[config.mk]
export PLATFORM = sky130hd
export DESIGN_NAME = chs_mod
export DESIGN_NICKNAME = d
export VERILOG_FILES = /design/src/hdl/chs_pkg.sv /design/src/hdl/chs_mod.sv
export SDC_FILE = /design/constraint.sdc
export NUM_CORES = 1
export LEC_CHECK = 0
export BUFFER_PORTS_ARGS = -buffer_cell sky130_fd_sc_hd__buf_2
export CAP_MARGIN = 0
export CORE_UTILIZATION = 50
export DETAILED_ROUTE_END_ITERATION = 6
export PLACE_DENSITY = 0.81
export SETUP_SLACK_MARGIN = 0.5
export SLEW_MARGIN = 30
export SYNTH_ARGS = -nofsm -noshare
export SYNTH_HDL_FRONTEND = slang
export SYNTH_SLANG_ARGS = --single-unit
[constraint.sdc]
create_clock -name clk_i -period 9.5 [get_ports clk_i]
set_input_delay 0.95 -clock clk_i [delete_from_list [all_inputs] [get_ports clk_i]]
set_output_delay 0.95 -clock clk_i [all_outputs]
set_load 0.01 [all_outputs]
[src/hdl/chs_pkg.sv]
// ----------------------------------------------------------------------------
// chs_pkg
// Shared types and constants of the chained hash set: command and result
// words, status codes and the sequencer states.
// ----------------------------------------------------------------------------
`default_nettype none

package chs_pkg;

  localparam int KEY_W       = 32;
  localparam int BUCKETS_DEF = 11;
  localparam int POOL_DEF    = 256;
  localparam int MOD_DIG     = 4;

  typedef enum logic [1:0] {
    CMD_INSERT = 2'd0,
    CMD_DELETE = 2'd1,
    CMD_SEARCH = 2'd2
  } cmd_e;

  typedef enum logic [1:0] {
    ST_DONE = 2'd0,
    ST_MISS = 2'd1,
    ST_FULL = 2'd2
  } status_e;

  typedef struct packed {
    cmd_e             cmd;
    logic [KEY_W-1:0] key;
  } req_t;

  typedef struct packed {
    status_e    status;
    logic [3:0] bucket;
  } res_t;

  typedef enum logic [2:0] {
    S_CLEAR,
    S_IDLE,
    S_HASH,
    S_LOOKUP,
    S_DISPATCH,
    S_WALK_INS,
    S_WALK,
    S_DEL_FREE
  } state_e;

endpackage

`default_nettype wire

[src/hdl/chs_mod.sv]
// ----------------------------------------------------------------------------
// chs_mod
// Key remainder unit: key mod BUCKETS by restoring reduction, a few key
// bits per cycle, with a one-cycle done pulse.
// ----------------------------------------------------------------------------
`default_nettype none

module chs_mod #(
  parameter int  BUCKETS = chs_pkg::BUCKETS_DEF,
  localparam int BW      = $clog2(BUCKETS)
) (
  input  wire logic                       clk_i,
  input  wire logic                       rst_ni,
  input  wire logic                       start_i,
  input  wire logic [chs_pkg::KEY_W-1:0]  key_i,
  output logic                            done_o,
  output logic      [BW-1:0]              rem_o
);

  import chs_pkg::*;

  localparam int STEPS = KEY_W / MOD_DIG;
  localparam int CW    = (STEPS > 1) ? $clog2(STEPS) : 1;
  localparam int RW    = BW + 1;

  logic             busy_q, busy_d;
  logic             done_q, done_d;
  logic [CW-1:0]    cnt_q, cnt_d;
  logic [KEY_W-1:0] shf_q, shf_d;
  logic [RW-1:0]    rem_q, rem_d;
  logic [RW-1:0]    rem_step;

  // MOD_DIG compare-subtract steps per cycle
  always_comb begin
    rem_step = rem_q;
    for (int i = 0; i < MOD_DIG; i++) begin
      rem_step = {rem_step[RW-2:0], shf_q[KEY_W-1-i]};
      if (rem_step >= RW'(BUCKETS)) begin
        rem_step = rem_step - RW'(BUCKETS);
      end
    end
  end

  always_comb begin
    busy_d = busy_q;
    done_d = 1'b0;
    cnt_d  = cnt_q;
    shf_d  = shf_q;
    rem_d  = rem_q;
    if (start_i) begin
      busy_d = 1'b1;
      cnt_d  = CW'(STEPS - 1);
      shf_d  = key_i;
      rem_d  = '0;
    end else if (busy_q) begin
      rem_d = rem_step;
      shf_d = shf_q << MOD_DIG;
      cnt_d = cnt_q - 1'b1;
      if (cnt_q == '0) begin
        busy_d = 1'b0;
        done_d = 1'b1;
      end
    end
  end

  always_ff @(posedge clk_i or negedge rst_ni) begin
    if (!rst_ni) begin
      busy_q <= 1'b0;
      done_q <= 1'b0;
      cnt_q  <= '0;
    end else begin
      busy_q <= busy_d;
      done_q <= done_d;
      cnt_q  <= cnt_d;
    end
  end

  always_ff @(posedge clk_i) begin
    shf_q <= shf_d;
    rem_q <= rem_d;
  end

  assign done_o = done_q;
  assign rem_o  = rem_q[BW-1:0];

endmodule

`default_nettype wire

==> reports/metrics.yaml <==
power_switching_mw: 0.272
area.growth.synth_to_final_pct: 13.7
synth_seq_cells: 41
grt_pass1_vias: 1502
grt_max_degree: 43
crit_type: "flip-flop to flip-flop"
start_util: 0.523
synth_cell_types: 55
worstHoldPathType: "primary input to async pin"
combinationalPowerShare: 0.522
synth_ff_type: "edfxtp_1"
relSlewSlack: 0.465
drc_errors: 0
die-height_um: 69.7
outcome: "completed"
die_x_um: 69.7
fin_skew_ns: 0.00322
cts-root-buf: "clkbuf_8"
peakVddDrop_v: 0.000151
post_cts_resized: 0
timing.rr.end: "rem_q[1]$_SDFFE_PP0P_"
yosysSeqAreaShare: 0.509
nNetsFinal: 257
reg2reg_depth: 16
start_kind: "flip-flop"
clock_power_share: 0.150
fin_util: 0.594
diodes: 0
worst_ep_required_time_ns: 9.69
htreeDepth: 2
overflow: 0
n_fill_cell: 366
met3RoutedLength_um: 202
reg2reg_from: "shf_q[31]$_DFFE_PP_"
numPortBuffers: 39
drive_gt1_frac: 0.442
clk_pin_slew_ns: 0.08
min_period_ns: 4.37
wl_um: 3900
worst_slew_pin_slew_ns: 0.803
syn_avg_cell_area_um2: 12.9
wl_met2_um: 1890
highest_layer: "met4"
r2r_slack_ns: 5.13
rsz0062_at_grt: "no"
max-cap-violations: 0
clock_latency_ns: 0.29
setup_viol: 0
holdBufCountCts: 0
cts_buffers: 5
hold_viol_final: 0
cts_setup_buffers: 0
cp_max_fo: 7
yosys_warnings: 0
end_kind: "flip-flop"
ant_nets: 0
clkSinkCount: 41
switching_share: 0.374
wl_per_cell_um: 14.5
grt_usage: 0.172
syn_nets: 219
drt-vias-per-instance: 5.70
core_um2: 4380
timing.fmax_mhz: 229
hpwl_um: 2710
power_mw: 0.727
dr.pass1.iters: 4
finalSetupTns_ns: 0
synthCells: 178
antenna_found_initial: 0
maxSlewViolCount: 0
synth_edf_count: 32
seqPwrFrac: 0.328
p_leak_nw: 1.07
async_flop_share: 0.122
synth_area_um2: 2290
die-area_um2: 4860
internal_power_mw: 0.455
rows: 24
cts_buffer_depth: 2
tritoncts: "yes"
routabilityCongestion: 0.764
wl_met1_um: 1700
grt_pass1_wl_um: 6580
p_per_area_nw_per_um2: 279
crit_arrival_ns: 4.55
dr.first_iter.drc_count: 58
timing.final.crit_share: 0.460
io_pins: 40
vias: 1533
[sequential cells by signal, summed over array words and instances (netlist names)]
register / cells
done_o: 1
shf_q: 32
busy_q: 1
rem_q: 4
cnt_q: 3
[worst max path at each step]
stage                             start                    end  slack (ns)  cells past startpoint
finish              shf_q[31]$_DFFE_PP_  rem_q[1]$_SDFFE_PP0P_        5.13                     16
floorplan           shf_q[31]$_DFFE_PP_  rem_q[2]$_SDFFE_PP0P_        5.51                     15
global placement    shf_q[31]$_DFFE_PP_  rem_q[2]$_SDFFE_PP0P_        5.35                     15
global route        shf_q[31]$_DFFE_PP_  rem_q[0]$_SDFFE_PP0P_        4.90                     16
detailed placement  shf_q[31]$_DFFE_PP_  rem_q[1]$_SDFFE_PP0P_        5.16                     16
CTS                 shf_q[31]$_DFFE_PP_  rem_q[1]$_SDFFE_PP0P_        5.13                     16
[layout make-up]
| class | instances | area [um^2] | share of cell area |
|---|---|---|---|
| flip-flops and latches | 41 | 1170 | 0.448 |
| multi-input cells | 126 | 1080 | 0.415 |
| repair buffers | 39 | 195 | 0.0750 |
| clock buffers | 5 | 68.8 | 0.0264 |
| well taps | 52 | 65.1 | 0.0250 |
| clock inverters | 3 | 17.5 | 0.00673 |
| inverters | 3 | 11.3 | 0.00432 |
[cell usage in the layout, fill, tap and decap left out, types with 2 or more instances in the layout]
cell type,count
a21oi_1,5
clkbuf_8,5
o21ai_1,2
nand2b_1,3
mux2_4,2
and2b_2,2
o21bai_1,5
mux2i_1,2
mux2_2,29
edfxtp_1,32
o21a_1,2
nor3_2,2
nand2_1,4
and2_1,5
nand3_1,2
dfxtp_1,4
a211oi_1,3
o31ai_1,3
dfrtp_1,5
inv_1,3
buf_2,39
nor2b_1,2
nor2_1,9
a31oi_1,2
o21ai_0,6
o211ai_2,2
clkinv_2,2
ha_1,6
[layer usage]
metal / vias up / GRT usage
met1: 721 / 0.204
li1: 761 / -
met2: 42 / 0.286
met3: 9 / 0.0552
met5: - / 0
met4: 0 / 0.0756
[logic make-up after synthesis]
kind of cell             count (synthesis)  synth area share
flip-flops                              41             0.509
AO/OA/AOI/OAI                           47             0.166
XOR/XNOR                                 1           0.00382
buffers and inverters                   11            0.0197
adder cells (fa/ha/maj)                  6            0.0328
AND/OR/NAND/NOR                         39             0.104
multiplexers                            33             0.164
[Yosys cell counts (4+ instances only)]
master | count | share of area
o21ai_0 | 6 | 0.013
nand2_1 | 4 | 0.0066
nor2_1 | 9 | 0.015
clkbuf_1 | 7 | 0.011
dfxtp_1 | 4 | 0.035
and2_1 | 5 | 0.014
edfxtp_1 | 32 | 0.42
mux2_2 | 29 | 0.14
a21oi_1 | 5 | 0.011
dfrtp_1 | 5 | 0.055
o21bai_1 | 5 | 0.016
ha_1 | 6 | 0.033
[per-stage QoR]
stage / cell area [um^2] / worst slack, ns / std cells / hold slack (ns)
4_1_cts: 2600 / 5.13 / 269 / 0.458
2_1_floorplan: 2290 / 5.51 / 178 / 0.472
5_1_grt: 2600 / 4.90 / 269 / 0.460
6_report: 2600 / 5.13 / 269 / 0.463
3_5_place_dp: 2520 / 5.16 / 261 / 0.492
3_3_place_gp: 2520 / 5.35 / 261 / 0.492
[critical path, cell delays in order (launching register included)]
cell	delay, ns
edfxtp_1	0.48
ha_1	0.28
o21a_1	0.22
o21bai_1	0.20
nand2_1	0.14
ha_1	0.22
o21bai_1	0.21
a211oi_1	0.30
a211oi_2	0.13
ha_1	0.25
or4_4	0.56
and2_4	0.17
o21a_4	0.21
ha_1	0.24
o31ai_1	0.28
nand3b_1	0.10
a311oi_1	0.28
[power by group through the flow]
stage,Combinational (mW),Sequential (mW),Clock [mW]
2_1_floorplan,0.312,0.238,0
3_5_place_dp,0.375,0.242,0
6_report,0.380,0.238,0.109
5_1_grt,0.422,0.242,0.118
3_3_place_gp,0.365,0.240,0
4_1_cts,0.379,0.238,0.112
(Power assumes the default switching activity.)
