**src/hdl/chs_ram.sv**
```systemverilog
// ----------------------------------------------------------------------------
// chs_ram
// Generic simple dual-port RAM: one write port, one read port, read data
// registered.
// ----------------------------------------------------------------------------
`default_nettype none

module chs_ram #(
  parameter int  WIDTH = 8,
  parameter int  DEPTH = 16,
  localparam int AW    = (DEPTH > 1) ? $clog2(DEPTH) : 1
) (
  input  wire logic             clk_i,
  input  wire logic             we_i,
  input  wire logic [AW-1:0]    waddr_i,
  input  wire logic [WIDTH-1:0] wdata_i,
  input  wire logic [AW-1:0]    raddr_i,
  output logic      [WIDTH-1:0] rdata_o
);

  logic [WIDTH-1:0] mem_q [DEPTH];
  logic [WIDTH-1:0] rdata_q;

  always_ff @(posedge clk_i) begin
    if (we_i) begin
      mem_q[waddr_i] <= wdata_i;
    end
    rdata_q <= mem_q[raddr_i];
  end

  assign rdata_o = rdata_q;

endmodule

`default_nettype wire

```
**config.mk**
```make
export PLATFORM = sky130hd
export DESIGN_NAME = chs_ram
export DESIGN_NICKNAME = d
export VERILOG_FILES = /design/src/hdl/chs_ram.sv
export SDC_FILE = /design/constraint.sdc
export NUM_CORES = 1
export LEC_CHECK = 0
export BUFFER_PORTS_ARGS = -buffer_cell sky130_fd_sc_hd__buf_2
export CELL_PAD_IN_SITES_DETAIL_PLACEMENT = 1
export CELL_PAD_IN_SITES_GLOBAL_PLACEMENT = 1
export CORE_UTILIZATION = 53
export DETAILED_ROUTE_END_ITERATION = 6
export PLACE_DENSITY_LB_ADDON = 0.1
export SYNTH_ARGS = -nofsm -noshare
export SYNTH_HDL_FRONTEND = slang
export SYNTH_SLANG_ARGS = --single-unit
```
**constraint.sdc**
```tcl
create_clock -name clk_i -period 2.4 [get_ports clk_i]
set_clock_uncertainty 0.15 [all_clocks]
set_input_delay 0.36 -clock clk_i [delete_from_list [all_inputs] [get_ports clk_i]]
set_output_delay 0.36 -clock clk_i [all_outputs]
set_load 0.05 [all_outputs]
```
==> summary.md, run 1 <==
| Metric | Value |
|---|---|
| Post-CTS Setup Inserts | 0 |
| Critical-path cell with the highest stage delay | dfxtp_1 |
| Maximum vdd drop | about 0.52 mV |
| Area delta synth->final | 20.2% |
| Die H | 101 um |
| Largest net degree at the start of global routing | 17 |
| Initial antenna violation count | 0 |
| Share of flip-flops with an asynchronous set or reset | 0% |
| I/O Pins | 26 |
| YS warnings | 0 |
| Slew @ Worst Pin | 715 ps |
| CP required | approximately 1900 ps |
| Post-CTS Hold Buffers | 0 |
| Final Hold Vio Count | 0 |
| Synth cell count leaders | 128 x edfxtp_1, 18 x mux4_2, 16 x a22oi_1 |
| Sink Count | around 140 |
| Setup violations, final | 0 |
| Diodes inserted | 0 |
| Leak pwr | around 2.1 nW |
| CP cell instances | buf_2 |
| Most frequent cell after synthesis | edfxtp_1 |
| CP Depth | 1 |
| Vias per cell | just under 6 |
| Layout cells sized above 1 | between 30% and 40% |
| CTS tree | done |
| Status | finished clean |
| CP delay by family, top | flip-flops |
| Total global routing overflow | 0 |
| Critical path endpoint category | primary output |
| Register area share after synthesis | between 70 and 80% |
| Pwr/cell area | about 930 nW/um^2 |
| Pre-antenna DRT Iters | 4 |
| Unrepaired setup endpoints after global routing | false |
| Design area | between 6000 and 7000 um^2 |
| DP Wirelength | around 6600 um |
| Clock-pin slew on the worst setup and hold paths | roughly 60 ps |
| DRT iter0 DRCs | 203 |
| HP Class | input port to flop |
| Most used DFF post-synth | edfxtp_1 |
| Core footprint | 9330 um^2 |
| Final period utilization | ~71% |
| CP Max Fanout | 1 |
| Critical path class | flop to primary output |
| Placed cell count | 397 |
| Largest area contributor in the netlist | edfxtp_1 |
| FP Rows | 35 |
| Post-CTS Resized | 0 |
| Critical Path AT | 1190 ps |
| DRC viols | 0 |
| Post-Layout Cell Count | 429 |
| R2R cell count | 3 |
| Routability cong. | between 0.7 and 0.8 |
| Clk root buf | clkbuf_8 |
| Final nets | about 310 |
| Global-route usage over all layers | 24.3% |
| Die ar. | 10,100 um^2 |
| Placed cell area | 5550 um^2 |
| Top achievable clock speed | approximately 590 MHz |
| Buffers & Inverters on Critical Path | 1 |
| Critical Path Source Type | flop |
| Slew margin rel. | between 50% and 60% |
| Post-synth EDFFs | 128 |
| Hold path depth | 1 |
| Port bufs | 25 |
| Clk Latency, worst-skew pair | 520 ps |
| Final setup TNS | 0 ps |
| H-tree depth | 4 |
| Num CTS Buffers | 17 |
| Flops & latches, synth | between 100 and 150 |
| Max_cap viols | 0 |
| Via count of the first global-routing pass | approximately 2,600 |
| Effective utilization at floorplan | between 50 and 60% |
| Chip width | slightly above 100 um |
| Top post-synthesis cells by area | edfxtp_1 75%, mux4_2 7.9%, mux4_1 7.1% |
| WL/cell | ~25 um |
| Final Max Slew Viols | 0 |
| Cell Area, Synth | slightly above 5000 um^2 |
| Mean Syn Cell Area | roughly 22 um^2 |
| Top cell type's share of synthesized area | between 70% and 80% |
| Fin crit period | ~1700 ps |
| Routed wire length | approximately 11,000 um |
| Delay of the slowest critical-path stage | about 380 ps |
| Vias | ~2,500 |
| Distinct cells, synth | 19 |
| Cells after Synth | between 200 and 250 |
| Routed Antenna Nets | 0 |
| First-pass GRT wire length | roughly 16,000 um |
| Syn nets | roughly 250 |
| Clock tree buffer depth | 2 |
| Fill count | 764 |
logic make-up (layout without fill, tap and decap cells):
logic type	count (synthesis)	after routing	synth area share [%]
muxes	32	32	15.0
AOI/OAI and AO/OA	16	16	2.33
buffers and inverters	10	81	1.68
and+or+nand+nor	35	35	3.18
DFF	136	136	77.8
final cells by class:
class                   count  area, um^2  area share [%]
multi-input cells          83        1060            17.1
repair buffers             49         330            5.34
well taps                 129         161            2.61
clock inverters            13         190            3.08
flip-flops and latches    136        4000            64.7
clock buffers              19         442            7.14
report_power, final:
group	total [W]	switching, W	internal [W]
logic	0.000310	0.000199	0.000111
registers	0.00267	0.0000179	0.00266
clock network	0.00276	0.00100	0.00176
total	0.00574	0.00122	0.00452
final timing paths:
check	start	to	slack (ps)
min reg2reg	mem_q[12][2]$_DFFE_PP_	rdata_o[2]$_DFF_P_	520
max	rdata_o[4]$_DFF_P_	rdata_o[4]	700
min	wdata_i[3]	mem_q[9][3]$_DFFE_PP_	80
max reg2reg	mem_q[1][2]$_DFFE_PP_	rdata_o[2]$_DFF_P_	820
cells in the final DEF (no fill, tap or decap), drive strengths merged:
master,synthesis,final
edfxtp,128,128
buf,7,49
mux4,32,32
clkbuf,0,19
a22oi,16,16
nor2,13,13
nand2,9,9
dfxtp,8,8
nor3,4,4
bufinv,0,4
inv,0,4
clkinv,0,4
nand3b,2,2
nand2b,2,2
nor2b,1,1
and2,1,1
and2b,1,1
nand3,1,1
or3b,1,1
clkinvlp,0,1
state kept, by name, indices dropped and copies added, names as in the netlist:
register  cells
mem_q       128
rdata_o       8
metrics by stage:
step | hold slack [ps] | worst slack (ps) | power (W) | utilization, %
6_report | 75.1 | 697 | 0.00574 | 66.3
5_1_grt | 61.1 | 666 | 0.00587 | 66.3
4_1_cts | 47.5 | 684 | 0.00577 | 66.3
3_5_place_dp | 513 | 188 | 0.00303 | 59.5
3_3_place_gp | 494 | 226 | 0.00302 | 59.5
2_1_floorplan | 309 | 397 | 0.00291 | -
routing by layer:
metal	share of wire [%]	vias up	track usage (%)
met5	0	-	0
met3	4.7	15	6.59
li1	-	1096	-
met2	51	88	38.1
met1	43	1320	32.6
met4	1.4	0	9.70
Note: power is estimated with default switching activity, not from simulation.
==> run 2: changes to the inputs <==
Settings changed: CORE_UTILIZATION 53 to 48.
Clock period 2.4 ns to 1.4 ns, I/O delays scaled along.
==> run 2 against run 1 <==
  * The run now ends with negative setup slack left
  * First-iteration DRC count shrank 23%
  * Clock power grew 45%
  * Wire length shrank 3.0%
  * Flip-flop and latch count is the same
  * Sequential share of layout area shrank 2.5 points
  * Die area grew 10%
  * Count of clock-buffer cells in the layout is the same
  * Critical path depth grew 2
  * Power grew 61%
  * Final area grew 4.1%
  * Largest cell class unchanged
==> summary.md, run 2 (synthesis gave the netlist of run 1 again) <==
| Metric | Value |
|---|---|
| Status | complete, but fails checks (was finished clean) |
| Failing checks | negative setup slack |
| Slew @ Worst Pin | 929 ps (was 715 ps) |
| H-tree depth | 4 (unchanged) |
| Clock tree buffer depth | 2 (unchanged) |
| Routability cong. | 0.693 (was 0.711) |
| Hold WS | 62.3 ps (was 75.1 ps) |
| DRT iter0 DRCs | 156 (was 203) |
| Maximum vdd drop | 0.673 mV (was 0.523 mV) |
| HP Class | input port to flop (unchanged) |
| Layout cells sized above 1 | 41.6% (was 33.3%) |
| Delay of the slowest critical-path stage | 490 ps (was 380 ps) |
| Leak pwr | 2.18 nW (was 2.14 nW) |
| First-pass GRT wire length | 16,400 um (was 16,200 um) |
| Routed Antenna Nets | 0 (unchanged) |
| Routed wire length | 10,600 um (was 10,900 um) |
| Min-delay src | waddr_i[0] (was wdata_i[3]) |
| Worst r2r src | mem_q[8][6]$_DFFE_PP_ (was mem_q[1][2]$_DFFE_PP_) |
| CTS tree | done (unchanged) |
| Slew margin rel. | 37.8% (was 52.2%) |
| Critical Path AT | 1740 ps (was 1190 ps) |
| Reg with most FFs | mem_q (unchanged) |
| Via count of the first global-routing pass | 2,810 (was 2,638) |
| Total global routing overflow | 0 (unchanged) |
| Chip width | 106 um (was 101 um) |
| Clk root buf | clkbuf_8 (unchanged) |
| Placed cell area | 5730 um^2 (was 5550 um^2) |
| Setup violations, final | 5 (was 0) |
| DP Wirelength | 7090 um (was 6620 um) |
| Top achievable clock speed | ~670 MHz |
| Fin crit period | approximately 1500 ps |
| Max_cap viols | 0 (unchanged) |
| Largest net degree at the start of global routing | 17 (unchanged) |
| WHS Endpoint | mem_q[12][3]$_DFFE_PP_ (was mem_q[9][3]$_DFFE_PP_) |
| Unrepaired setup endpoints after global routing | true (was false) |
| Die ar. | 11,100 um^2 (was 10,100 um^2) |
| Critical path class | flop to flop (was flop to primary output) |
| Setup slack after placement | -487 ps (was 188 ps) |
| Clk Latency, worst-skew pair | 520 ps (about the same) |
| Most common cell after layout, fill and taps aside | edfxtp_1 (unchanged) |
| CP required | 1660 ps (was 1890 ps) |
| CP Max Fanout | 1 (unchanged) |
| R2R cell count | 3 (unchanged) |
| Setup slack, reg-to-reg | -90 ps (was 820 ps) |
| Critical-path cell with the highest stage delay | mux4_2 (was dfxtp_1) |
| Final Max Slew Viols | 0 (unchanged) |
| Final Hold Vio Count | 0 (unchanged) |
| CP delay by family, top | multiplexers (was flip-flops) |
| Max reg flops | 128 (unchanged) |
| Most frequent cells in the layout | 128 x edfxtp_1, 30 x mux4_2, 27 x buf_4 (was 128 x edfxtp_1, 25 x buf_2, 22 x buf_4) |
| Worst setup margin | -87.4 ps (was 697 ps) |
| I/O Pins | 26 (unchanged) |
| Final nets | 325 (was 305) |
| Clock-pin slew on the worst setup and hold paths | 60 ps (about the same) |
| RR Endpoint | rdata_o[6]$_DFF_P_ (was rdata_o[2]$_DFF_P_) |
| Area delta synth->final | 25.1% (was 20.2%) |
| Vias | 2,560 (was 2,519) |
| FP Rows | 37 (was 35) |
| Core footprint | 10,400 um^2 (was 9330 um^2) |
| Utilization after layout | 62.1% (was 66.3%) |
| DRC viols | 0 (unchanged) |
| Hold path depth | 3 (was 1) |
| Vias per cell | 5.61 (was 5.87) |
| Sink Count | 136 (unchanged) |
| Design area | 6440 um^2 (was 6180 um^2) |
| Pre-antenna DRT Iters | 4 (unchanged) |
| Buffers & Inverters on Critical Path | 0 (was 1) |
| Num CTS Buffers | 17 (unchanged) |
| Critical path endpoint category | flop (was primary output) |
| Initial antenna violation count | 0 (unchanged) |
| WL/cell | 23.2 um (was 25.5 um) |
| Pwr/cell area | 1440 nW/um^2 (was 928 nW/um^2) |
| CP cell instances | mux4_2 -> a22oi_2 -> nand2_1 (was buf_2) |
| Final period utilization | 106% |
| Global-route usage over all layers | 21.4% (was 24.3%) |
| Port bufs | 25 (unchanged) |
| Diodes inserted | 0 (unchanged) |
| Critical Path Source Type | flop (unchanged) |
| Post-CTS Setup Inserts | 0 (unchanged) |
| Die H | 106 um (was 101 um) |
| Effective utilization at floorplan | 49.6% (was 55.2%) |
==> run 2: cell count changes in the layout (fill, tap and decap cells not counted), sizes merged <==
cell | previous run | this run
inv | 4 | 0
clkinvlp | 1 | 2
buf | 49 | 61
bufinv | 4 | 2
dlygate4sd3 | 0 | 8
clkinv | 4 | 9
==> run 2: cell type report <==
| type | count | area [um^2] |
|---|---|---|
| Timing Repair Buffer | 69 | 646 |
| Fill cell | 886 | 3930 |
| Clock inverter | 13 | 111 |
| Tap cell | 136 | 170 |
| Clock buffer | 19 | 422 |
| Sequential cell | 136 | 4010 |
| Multi-Input combinational cell | 83 | 1080 |
==> run 2: timing repair <==
item                                    in CTS  in global routing
hold buffers                                 8                  0
gates resized for setup                     28                  2
endpoints found under the setup margin      15                 12
pin swaps                                    1                  2
hold endpoints to repair                   128                  0
==> run 2: metal layers <==
| metal | up-vias | wire length [um] | GRT usage (%) |
|---|---|---|---|
| met5 | - | 0 | 0 |
| li1 | 1121 | - | - |
| met4 | 0 | 232 | 10.6 |
| met3 | 16 | 377 | 4.70 |
| met1 | 1352 | 4650 | 27.7 |
| met2 | 71 | 5340 | 34.7 |
==> run 2: power by group <==
group	leakage (nW)	switching (W)	internal, W	total (W)
Combinational	0.700	0.000363	0.000291	0.000654
Clock	0.254	0.00152	0.00248	0.00399
Sequential	1.22	0.0000369	0.00456	0.00459
Total	2.18	0.00192	0.00732	0.00924
==> run 2: worst reg2reg max path, delay by kind of cell, from the launching register on <==
family / cells / cell delay [ps]
compound gates: 1 / 250
simple gates: 1 / 80
flops: 1 / 390
mux: 1 / 490
==> run 2: per-stage QoR <==
stage          setup TNS [ps]  total power [W]  std cells
6_report                 -152          0.00924        456
3_3_place_gp           -10860          0.00525        416
4_1_cts                  -192          0.00932        456
3_5_place_dp           -12690          0.00526        416
5_1_grt                  -446          0.00948        456
2_1_floorplan            -690          0.00501        229
==> run 2: worst max-delay path by stage <==
stage,startpoint,endpoint,depth (start not counted)
final,mem_q[8][6]$_DFFE_PP_,rdata_o[6]$_DFF_P_,3
after global routing,mem_q[8][6]$_DFFE_PP_,rdata_o[6]$_DFF_P_,3
after CTS,mem_q[8][6]$_DFFE_PP_,rdata_o[6]$_DFF_P_,3
after detailed placement,raddr_i[0],rdata_o[6]$_DFF_P_,6
after global placement,raddr_i[0],rdata_o[6]$_DFF_P_,6
after floorplan,waddr_i[2],mem_q[0][0]$_DFFE_PP_,2
